<file path="src/design/max_planar_chord_subset_macros.svh">
// assertion macros for the chord subset block
`ifndef MAX_PLANAR_CHORD_SUBSET_MACROS_SVH
`define MAX_PLANAR_CHORD_SUBSET_MACROS_SVH
`ifndef SYNTHESIS
// same-cycle implication
`define MPCS_ASSERT_IMPL(label, clk, rst_n, ante, cons) \
  label: assert property (@(posedge clk) disable iff (!rst_n) (ante) |-> (cons)) \
    else $error("mpcs assertion failed");
// next-cycle implication
`define MPCS_ASSERT_NEXT(label, clk, rst_n, ante, cons) \
  label: assert property (@(posedge clk) disable iff (!rst_n) (ante) |=> (cons)) \
    else $error("mpcs assertion failed");
`else
`define MPCS_ASSERT_IMPL(label, clk, rst_n, ante, cons)
`define MPCS_ASSERT_NEXT(label, clk, rst_n, ante, cons)
`endif
`endif

</file>
<file path="src/design/mpcs_pkg.sv">
// shared constants and types for the chord subset block
package mpcs_pkg;
  localparam int MAX_POINTS = 64;
  localparam int PT_W       = $clog2(MAX_POINTS);
  localparam int CNT_W      = PT_W + 1;
  localparam int TAB_AW     = 2 * PT_W;
  localparam int TAB_DEPTH  = MAX_POINTS * MAX_POINTS;
  localparam int LIST_CAP   = MAX_POINTS / 2;
  localparam int VAL_W      = 6;

  localparam logic [1:0] SKIP_CODE  = 2'd1;
  localparam logic [1:0] SPLIT_CODE = 2'd2;
  localparam logic [1:0] CLOSE_CODE = 2'd3;

  typedef struct packed {
    logic [VAL_W-1:0] value;
    logic             is_count;
    logic             last_result;
  } res_t;
endpackage

</file>
<file path="src/design/mpcs_if.sv">


interface mpcs_out_if import mpcs_pkg::*; ();
  logic             valid;
  logic             ready;
  logic [VAL_W-1:0] value;
  logic             is_count;
  logic             last_result;
  modport source (output valid, output value, output is_count, output last_result,
                  input ready);
  modport sink   (input valid, input value, input is_count, input last_result,
                  output ready);
endinterface

</file>
<file path="src/design/mpcs_obuf.sv">
// output register between the sequencer and the result channel
module mpcs_obuf import mpcs_pkg::*; (
  input  logic       clk,
  input  logic       rst_n,
  input  logic       push_i,
  input  res_t       data_i,
  output logic       rdy_o,
  mpcs_out_if.source out_ch
);
  logic valid_r;
  res_t data_r;

  // slot frees when empty or draining this cycle
  assign rdy_o = !valid_r || out_ch.ready;

  always_ff @(posedge clk) begin
    if (!rst_n) begin
      valid_r <= 1'b0;
    end else if (rdy_o) begin
      valid_r <= push_i;
    end
  end

  always_ff @(posedge clk) begin
    if (rdy_o && push_i) begin
      data_r <= data_i;
    end
  end

  assign out_ch.valid       = valid_r;
  assign out_ch.value       = data_r.value;
  assign out_ch.is_count    = data_r.is_count;
  assign out_ch.last_result = data_r.last_result;
endmodule

</file>
<file path="src/flat_wrapper.sv">
// flat-port wrapper written by rule: the top's interface ports become plain ports
module mpcs_obuf_flat import mpcs_pkg::*;
  (clk, rst_n, push_i, data_i, rdy_o, out_ch_valid, out_ch_value, out_ch_is_count, out_ch_last_result, out_ch_ready);
  mpcs_out_if out_ch_i ();
  input  logic clk;
  input  logic rst_n;
  input  logic push_i;
  input  res_t data_i;
  output logic rdy_o;
  output wire logic [$bits(out_ch_i.valid)-1:0] out_ch_valid;
  output wire logic [$bits(out_ch_i.value)-1:0] out_ch_value;
  output wire logic [$bits(out_ch_i.is_count)-1:0] out_ch_is_count;
  output wire logic [$bits(out_ch_i.last_result)-1:0] out_ch_last_result;
  input wire logic [$bits(out_ch_i.ready)-1:0] out_ch_ready;
  assign out_ch_valid = out_ch_i.valid;
  assign out_ch_value = out_ch_i.value;
  assign out_ch_is_count = out_ch_i.is_count;
  assign out_ch_last_result = out_ch_i.last_result;
  assign out_ch_i.ready = out_ch_ready;
  mpcs_obuf u_core (.clk(clk), .rst_n(rst_n), .push_i(push_i), .data_i(data_i), .rdy_o(rdy_o), .out_ch(out_ch_i));
endmodule
</file>
<file path="config.mk">
export PLATFORM = sky130hd
export DESIGN_NAME = mpcs_obuf_flat
export DESIGN_NICKNAME = d
export VERILOG_FILES = /design/src/design/max_planar_chord_subset_macros.svh /design/src/design/mpcs_pkg.sv /design/src/design/mpcs_if.sv /design/src/design/mpcs_obuf.sv /design/src/flat_wrapper.sv
export SDC_FILE = /design/constraint.sdc
export NUM_CORES = 1
export LEC_CHECK = 0
export BUFFER_PORTS_ARGS = -buffer_cell sky130_fd_sc_hd__buf_2
export CORE_AREA = 2 2 39 41
export DETAILED_ROUTE_END_ITERATION = 10
export DIE_AREA = 0 0 41 43
export HOLD_SLACK_MARGIN = 0.06
export PLACE_DENSITY = 0.52
export SKIP_CTS_REPAIR_TIMING = 1
export SLEW_MARGIN = 20
export SYNTH_ARGS = -nofsm -noshare
export SYNTH_HDL_FRONTEND = slang
export SYNTH_SLANG_ARGS = --single-unit
</file>
<file path="constraint.sdc">
create_clock -name clk -period 0.8 [get_ports clk]
set_input_delay 0.04 -clock clk [delete_from_list [all_inputs] [get_ports clk]]
set_output_delay 0.04 -clock clk [all_outputs]
set_load 0.005 [all_outputs]
</file>
==> qor.txt, run 1 <==
PWR
------------------------------------------------------------------------------------------
Leakage                                                                           0.246 nW
Overall power of the completed layout                                              1.00 mW
PD cells                                                                       1820 nW/µm²
Maximum vdd ir drop                                                                 757 µV

SYNTH
------------------------------------------------------------------------------------------
Avg Synthesized Cell Area                                                         22.9 µm²
Post-Synthesis Cells                                                                    13
Number of nets produced by synthesis                                                    25
Sequential area share after synthesis                                                0.874
Synthesized cell area                                                              298 µm²
Yosys Warn Count                                                                         0
Netlist cell types                                                                       6
Synthesis-stage register bit count                                                       9

WORST SETUP PATH
------------------------------------------------------------------------------------------
Critical register-to-register path startpoint                                 u_core.out_ch.valid
WS Path Type                                                                    reg -> reg
Maximum fanout along the worst path                                                      8
CP required                                                                        0.76 ns
Worst path slowest cell                                                            dfxtp_2
Data arrival at the endpoint of the critical path                                  0.84 ns
Critical Path, Cell by Cell                                                   nand2b_4 -> and2_4
Worst setup path startpoint                                                   u_core.out_ch.valid
Highest cell delay on the worst timing path                                        0.33 ns
Buf/Inv on CP                                                                            0
Setup crit end kind                                                                   flop
Largest delay contributor family on the critical path                           flip-flops
Kind of launch point of the worst setup path                                          flop

STA
------------------------------------------------------------------------------------------
Final Setup Violations                                                                  10
Worst Setup Slack, final                                                        -0.0842 ns
Achievable clock frequency                                                        1.13 GHz
Worst Clk Skew                                                                  0.00271 ns
Count of final hold-check violations                                                     0
Max-slew violation total from the final report                                           0
Setup repair after global routing missed its margin                                   true
Clock period minus worst slack                                                    0.884 ns
Worst Tran Pin Value                                                              0.113 ns
Headroom to the max-slew limit                                                       0.925
Final TNS setup                                                                  -0.687 ns
Hold slack final                                                                 0.0698 ns
Tcrit/Tclk final                                                                      1.11

FLOORPLAN
------------------------------------------------------------------------------------------
Core area                                                                         1380 µm²
Initial Util                                                                         0.215
Top Ports                                                                               22
Floorplan row count                                                                     14
Floorplan die width                                                                  41 µm
Chip height                                                                          43 µm
Area of the die                                                                   1760 µm²

FINISH
------------------------------------------------------------------------------------------
Finished Core Util                                                                   0.398
Number of nets in the layout                                                            61
FILL cells                                                                             136
Reg area                                                                           262 µm²
Combined area of the multi-input logic cells                                      33.8 µm²
Most frequent cells in the layout                                             buf_2 (21), dlygate4sd3_1 (10), edfxtp_1 (8), clkbuf_4 (3)
Antenna cells                                                                            0
Commonest non-fill, non-tap cell in the layout                                       buf_2
Post-layout instance area                                                          551 µm²
Number of standard cells in the final layout excluding fillers                          64
Signed area change from the synthesized netlist to the final layout                  84.9%
Proportion of layout cells with a drive suffix above 1                               0.583

CLOCK NETWORK
------------------------------------------------------------------------------------------
Clock tree root driver cell                                                       clkbuf_4
Total CTS buffers                                                                        3
Deepest level of the CTS H-tree                                                          1
Clock tree from TritonCTS                                                            built
Number of buffers on the longest clock path                                              2
Clock Sinks                                                                              9
Skew-Pair Late Insertion Delay                                                     0.25 ns
Clock edge transition at the registers on the reported setup and hold paths        0.05 ns

GLOBAL ROUTE
------------------------------------------------------------------------------------------
Global router's overall resource usage                                              0.0733
Number of antenna violations at the first check in global routing                        0
Largest net degree at the start of global routing                                        9
Wire length of the first global-routing pass                                        821 µm
Vias in the first global route                                                         196
Total grt overflow                                                                       0

OUTCOME
------------------------------------------------------------------------------------------
Outcome                                                                       complete, but fails checks
Violations in the final reports                                               negative setup slack

WORST HOLD PATH
------------------------------------------------------------------------------------------
Launch point of the worst hold path                                           out_ch_ready
Path category of the worst min-delay check                                       in -> reg

PLACE
------------------------------------------------------------------------------------------
Cell Count Post-Placement                                                               50
Area after DPL                                                                     424 µm²
Worst setup slack after placement                                               -0.0889 ns
Routability congestion estimate                                                      0.541
Count of port buffers added during placement                                            21

ROUTE
------------------------------------------------------------------------------------------
Final wirelength                                                                    673 µm
Total number of vias                                                                   236
Routed WL per cell                                                                 10.5 µm
Post-route antenna net violation count                                                   0
Number of design rule violations left after detail routing                               0
DRC violation total after the first TritonRoute iteration                                2
Detail-routed via count per cell                                                      3.69
Number of iterations in the first detailed-routing pass                                  2

RUN
------------------------------------------------------------------------------------------
Number of maximum-capacitance violations                                                 0

## layout make-up
class,instances,share of cell area
timing repair buffer,31,0.373
multi-input combinational,3,0.0614
inverter,1,0.00682
tap,16,0.0364
clock buffer,4,0.0477
sequential,9,0.475
## kinds of logic (layout without fill, tap and decap cells)
logic type / count (synthesis) / after routing / share of synthesized area
flops: 9 / 9 / 0.874
simple gates: 2 / 2 / 0.0756
buf+inv: 1 / 36 / 0.0126
compound gates: 1 / 1 / 0.0378
## state kept, by name (all words and copies together), names as in the netlist
signal and count:
u_core.out_ch.valid 1, u_core.out_ch.value 6, u_core.out_ch.last_result 1, u_core.out_ch.is_count 1
## cells in the mapped netlist
library cell | number | area (µm²)
nand2b_4 | 1 | 13.8
inv_1 | 1 | 3.75
edfxtp_1 | 8 | 240
dfxtp_1 | 1 | 20.0
and2_4 | 1 | 8.76
a21boi_2 | 1 | 11.3
## worst paths after layout
check / end / slack, ns / cells past startpoint
worst max register to register: u_core.out_ch.value[4] / -0.08 / 2
worst min register to register: u_core.out_ch.valid / 0.48 / 2
worst max-delay path: u_core.out_ch.value[4] / -0.08 / 2
worst min-delay path: u_core.out_ch.valid / 0.07 / 3
## tightest hold or removal path, cell delays in order
cell and delay [ns]:
buf_2 0.07, nand2b_4 0.12, a21boi_2 0.05
## power by group
group          internal, mW  switching, mW  leakage, nW
Sequential            0.545        0.00915       0.0860
Combinational        0.0797         0.0408        0.145
Clock                 0.191          0.138       0.0150
## metal layers
layer  up-vias  GRT usage  share of wire
met5         -          0              0
met4         0     0.0400              0
met3         0     0.0157           0.12
met2        20      0.109           0.48
met1        98     0.0943           0.40
li1        118          -              -
Power figures use the tool's default switching activity.
==> run 2: changes to the inputs <==
PLACE_DENSITY = 0.51   (was 0.52)
clock period = 0.9 ns   (was 0.8 ns; I/O delays follow)
==> qor.txt, run 2 (same netlist as run 1, synthesis figures left out) <==
OUTCOME
------------------------------------------------------------------------------------------
Outcome                                                                       complete, but fails checks
Violations in the final reports                                               negative setup slack

GLOBAL ROUTE
------------------------------------------------------------------------------------------
Global router's overall resource usage                                              0.0722
Number of antenna violations at the first check in global routing                        0
Largest net degree at the start of global routing                                        9
Total grt overflow                                                                       0
Wire length of the first global-routing pass                                        834 µm
Vias in the first global route                                                         214

FINISH
------------------------------------------------------------------------------------------
Number of nets in the layout                                                            62
Proportion of layout cells with a drive suffix above 1                               0.592
Largest register FFs                                                                     6
Signed area change from the synthesized netlist to the final layout                  90.8%
Commonest non-fill, non-tap cell in the layout                                       buf_2
Finished Core Util                                                                   0.410
Antenna cells                                                                            0
Most frequent cells in the layout                                             buf_2 (20), dlygate4sd3_1 (10), edfxtp_1 (8), clkbuf_4 (3), buf_6 (2)

PLACE
------------------------------------------------------------------------------------------
Count of port buffers added during placement                                            21
Final HPWL DP                                                                       528 µm
Routability congestion estimate                                                      0.636

STA
------------------------------------------------------------------------------------------
Clock period minus worst slack                                                    0.920 ns
Worst Setup Slack, final                                                        -0.0200 ns
Achievable clock frequency                                                        1.09 GHz
Hold slack final                                                                  0.148 ns
Setup repair after global routing missed its margin                                   true
Tcrit/Tclk final                                                                      1.02
Final TNS setup                                                                 -0.0200 ns
Worst Tran Pin Value                                                              0.113 ns
Worst Clk Skew                                                                  0.00655 ns
Count of final hold-check violations                                                     0
Headroom to the max-slew limit                                                       0.925
Max-slew violation total from the final report                                           0
Final Setup Violations                                                                   1

ROUTE
------------------------------------------------------------------------------------------
Post-route antenna net violation count                                                   0
Routed WL per cell                                                                 10.2 µm
DRC violation total after the first TritonRoute iteration                                0
Number of iterations in the first detailed-routing pass                                  1
Number of design rule violations left after detail routing                               0
Detail-routed via count per cell                                                      3.77
Total number of vias                                                                   245
Final wirelength                                                                    660 µm

WORST SETUP PATH
------------------------------------------------------------------------------------------
Data arrival at the endpoint of the critical path                                  0.87 ns
Setup crit end kind                                                            output port
CP required                                                                        0.85 ns
Critical register-to-register path startpoint                                 u_core.out_ch.valid
Worst setup path startpoint                                                   u_core.out_ch.valid
Kind of launch point of the worst setup path                                          flop
Maximum fanout along the worst path                                                      2
WS Path Type                                                                    reg -> out

CLOCK NETWORK
------------------------------------------------------------------------------------------
Clock tree from TritonCTS                                                            built
Deepest level of the CTS H-tree                                                          1
Skew-Pair Late Insertion Delay                                                     0.25 ns
Number of buffers on the longest clock path                                              2
Clock edge transition at the registers on the reported setup and hold paths        0.06 ns
Clock Sinks                                                                              9
Clock tree root driver cell                                                       clkbuf_4
Total CTS buffers                                                                        3

RUN
------------------------------------------------------------------------------------------
Number of maximum-capacitance violations                                                 0

PWR
------------------------------------------------------------------------------------------
Overall power of the completed layout                                             0.902 mW
Maximum vdd ir drop                                                                 603 µV
Leakage                                                                           0.255 nW
PD cells                                                                       1590 nW/µm²

FLOORPLAN
------------------------------------------------------------------------------------------
Core area                                                                         1380 µm²
Floorplan die width                                                                  41 µm
Area of the die                                                                   1760 µm²
Floorplan row count                                                                     14
Top Ports                                                                               22
Initial Util                                                                         0.215
Chip height                                                                          43 µm

WORST HOLD PATH
------------------------------------------------------------------------------------------
Launch point of the worst hold path                                           out_ch_ready
Path category of the worst min-delay check                                       in -> reg

==> run 2: cell types whose count changed in the layout (fill, tap and decap cells not counted), sizes merged <==
cell,change
buf,+1
==> run 2: worst paths after layout <==
check / slack (ns) / end / cells after the start
worst min-delay path: 0.15 / u_core.out_ch.valid / 4
worst max register to register: 0.01 / u_core.out_ch.value[5] / 2
worst min register to register: 0.57 / u_core.out_ch.valid / 3
worst max-delay path: -0.02 / rdy_o / 3
==> run 2: area by class of cell <==
type	instances	area (µm²)
Sequential cell	9	262
Tap cell	16	20.0
Fill cell	142	816
Timing Repair Buffer	32	223
Multi-Input combinational cell	3	33.8
Clock buffer	4	26.3
Inverter	1	3.75
==> run 2: power breakdown <==
group	internal, mW	switching (mW)	leakage [nW]
Clock	0.170	0.126	0.0150
Sequential	0.484	0.00752	0.0860
Combinational	0.0769	0.0380	0.154
==> run 2: metrics by stage <==
step | cells | setup slack (ns) | cell area (µm²)
3_3_place_gp | 51 | 0.0342 | 430
4_1_cts | 55 | -0.0917 | 457
2_1_floorplan | 13 | 0.00916 | 298
3_5_place_dp | 51 | 0.00922 | 430
6_report | 65 | -0.0200 | 568
5_1_grt | 65 | -0.0432 | 568
==> run 2: critical path: stages (launching register included) <==
cell      delay, ns
dfxtp_2        0.35
nand2b_4       0.06
buf_6          0.11
buf_6          0.10
==> run 2: layer usage <==
| metal | vias up | wire, µm | track usage |
|---|---|---|---|
| met3 | 0 | 92 | 0.0262 |
| met1 | 104 | 280 | 0.0805 |
| met5 | - | 0 | 0 |
| li1 | 119 | - | - |
| met2 | 22 | 286 | 0.113 |
| met4 | 0 | 0 | 0.0400 |
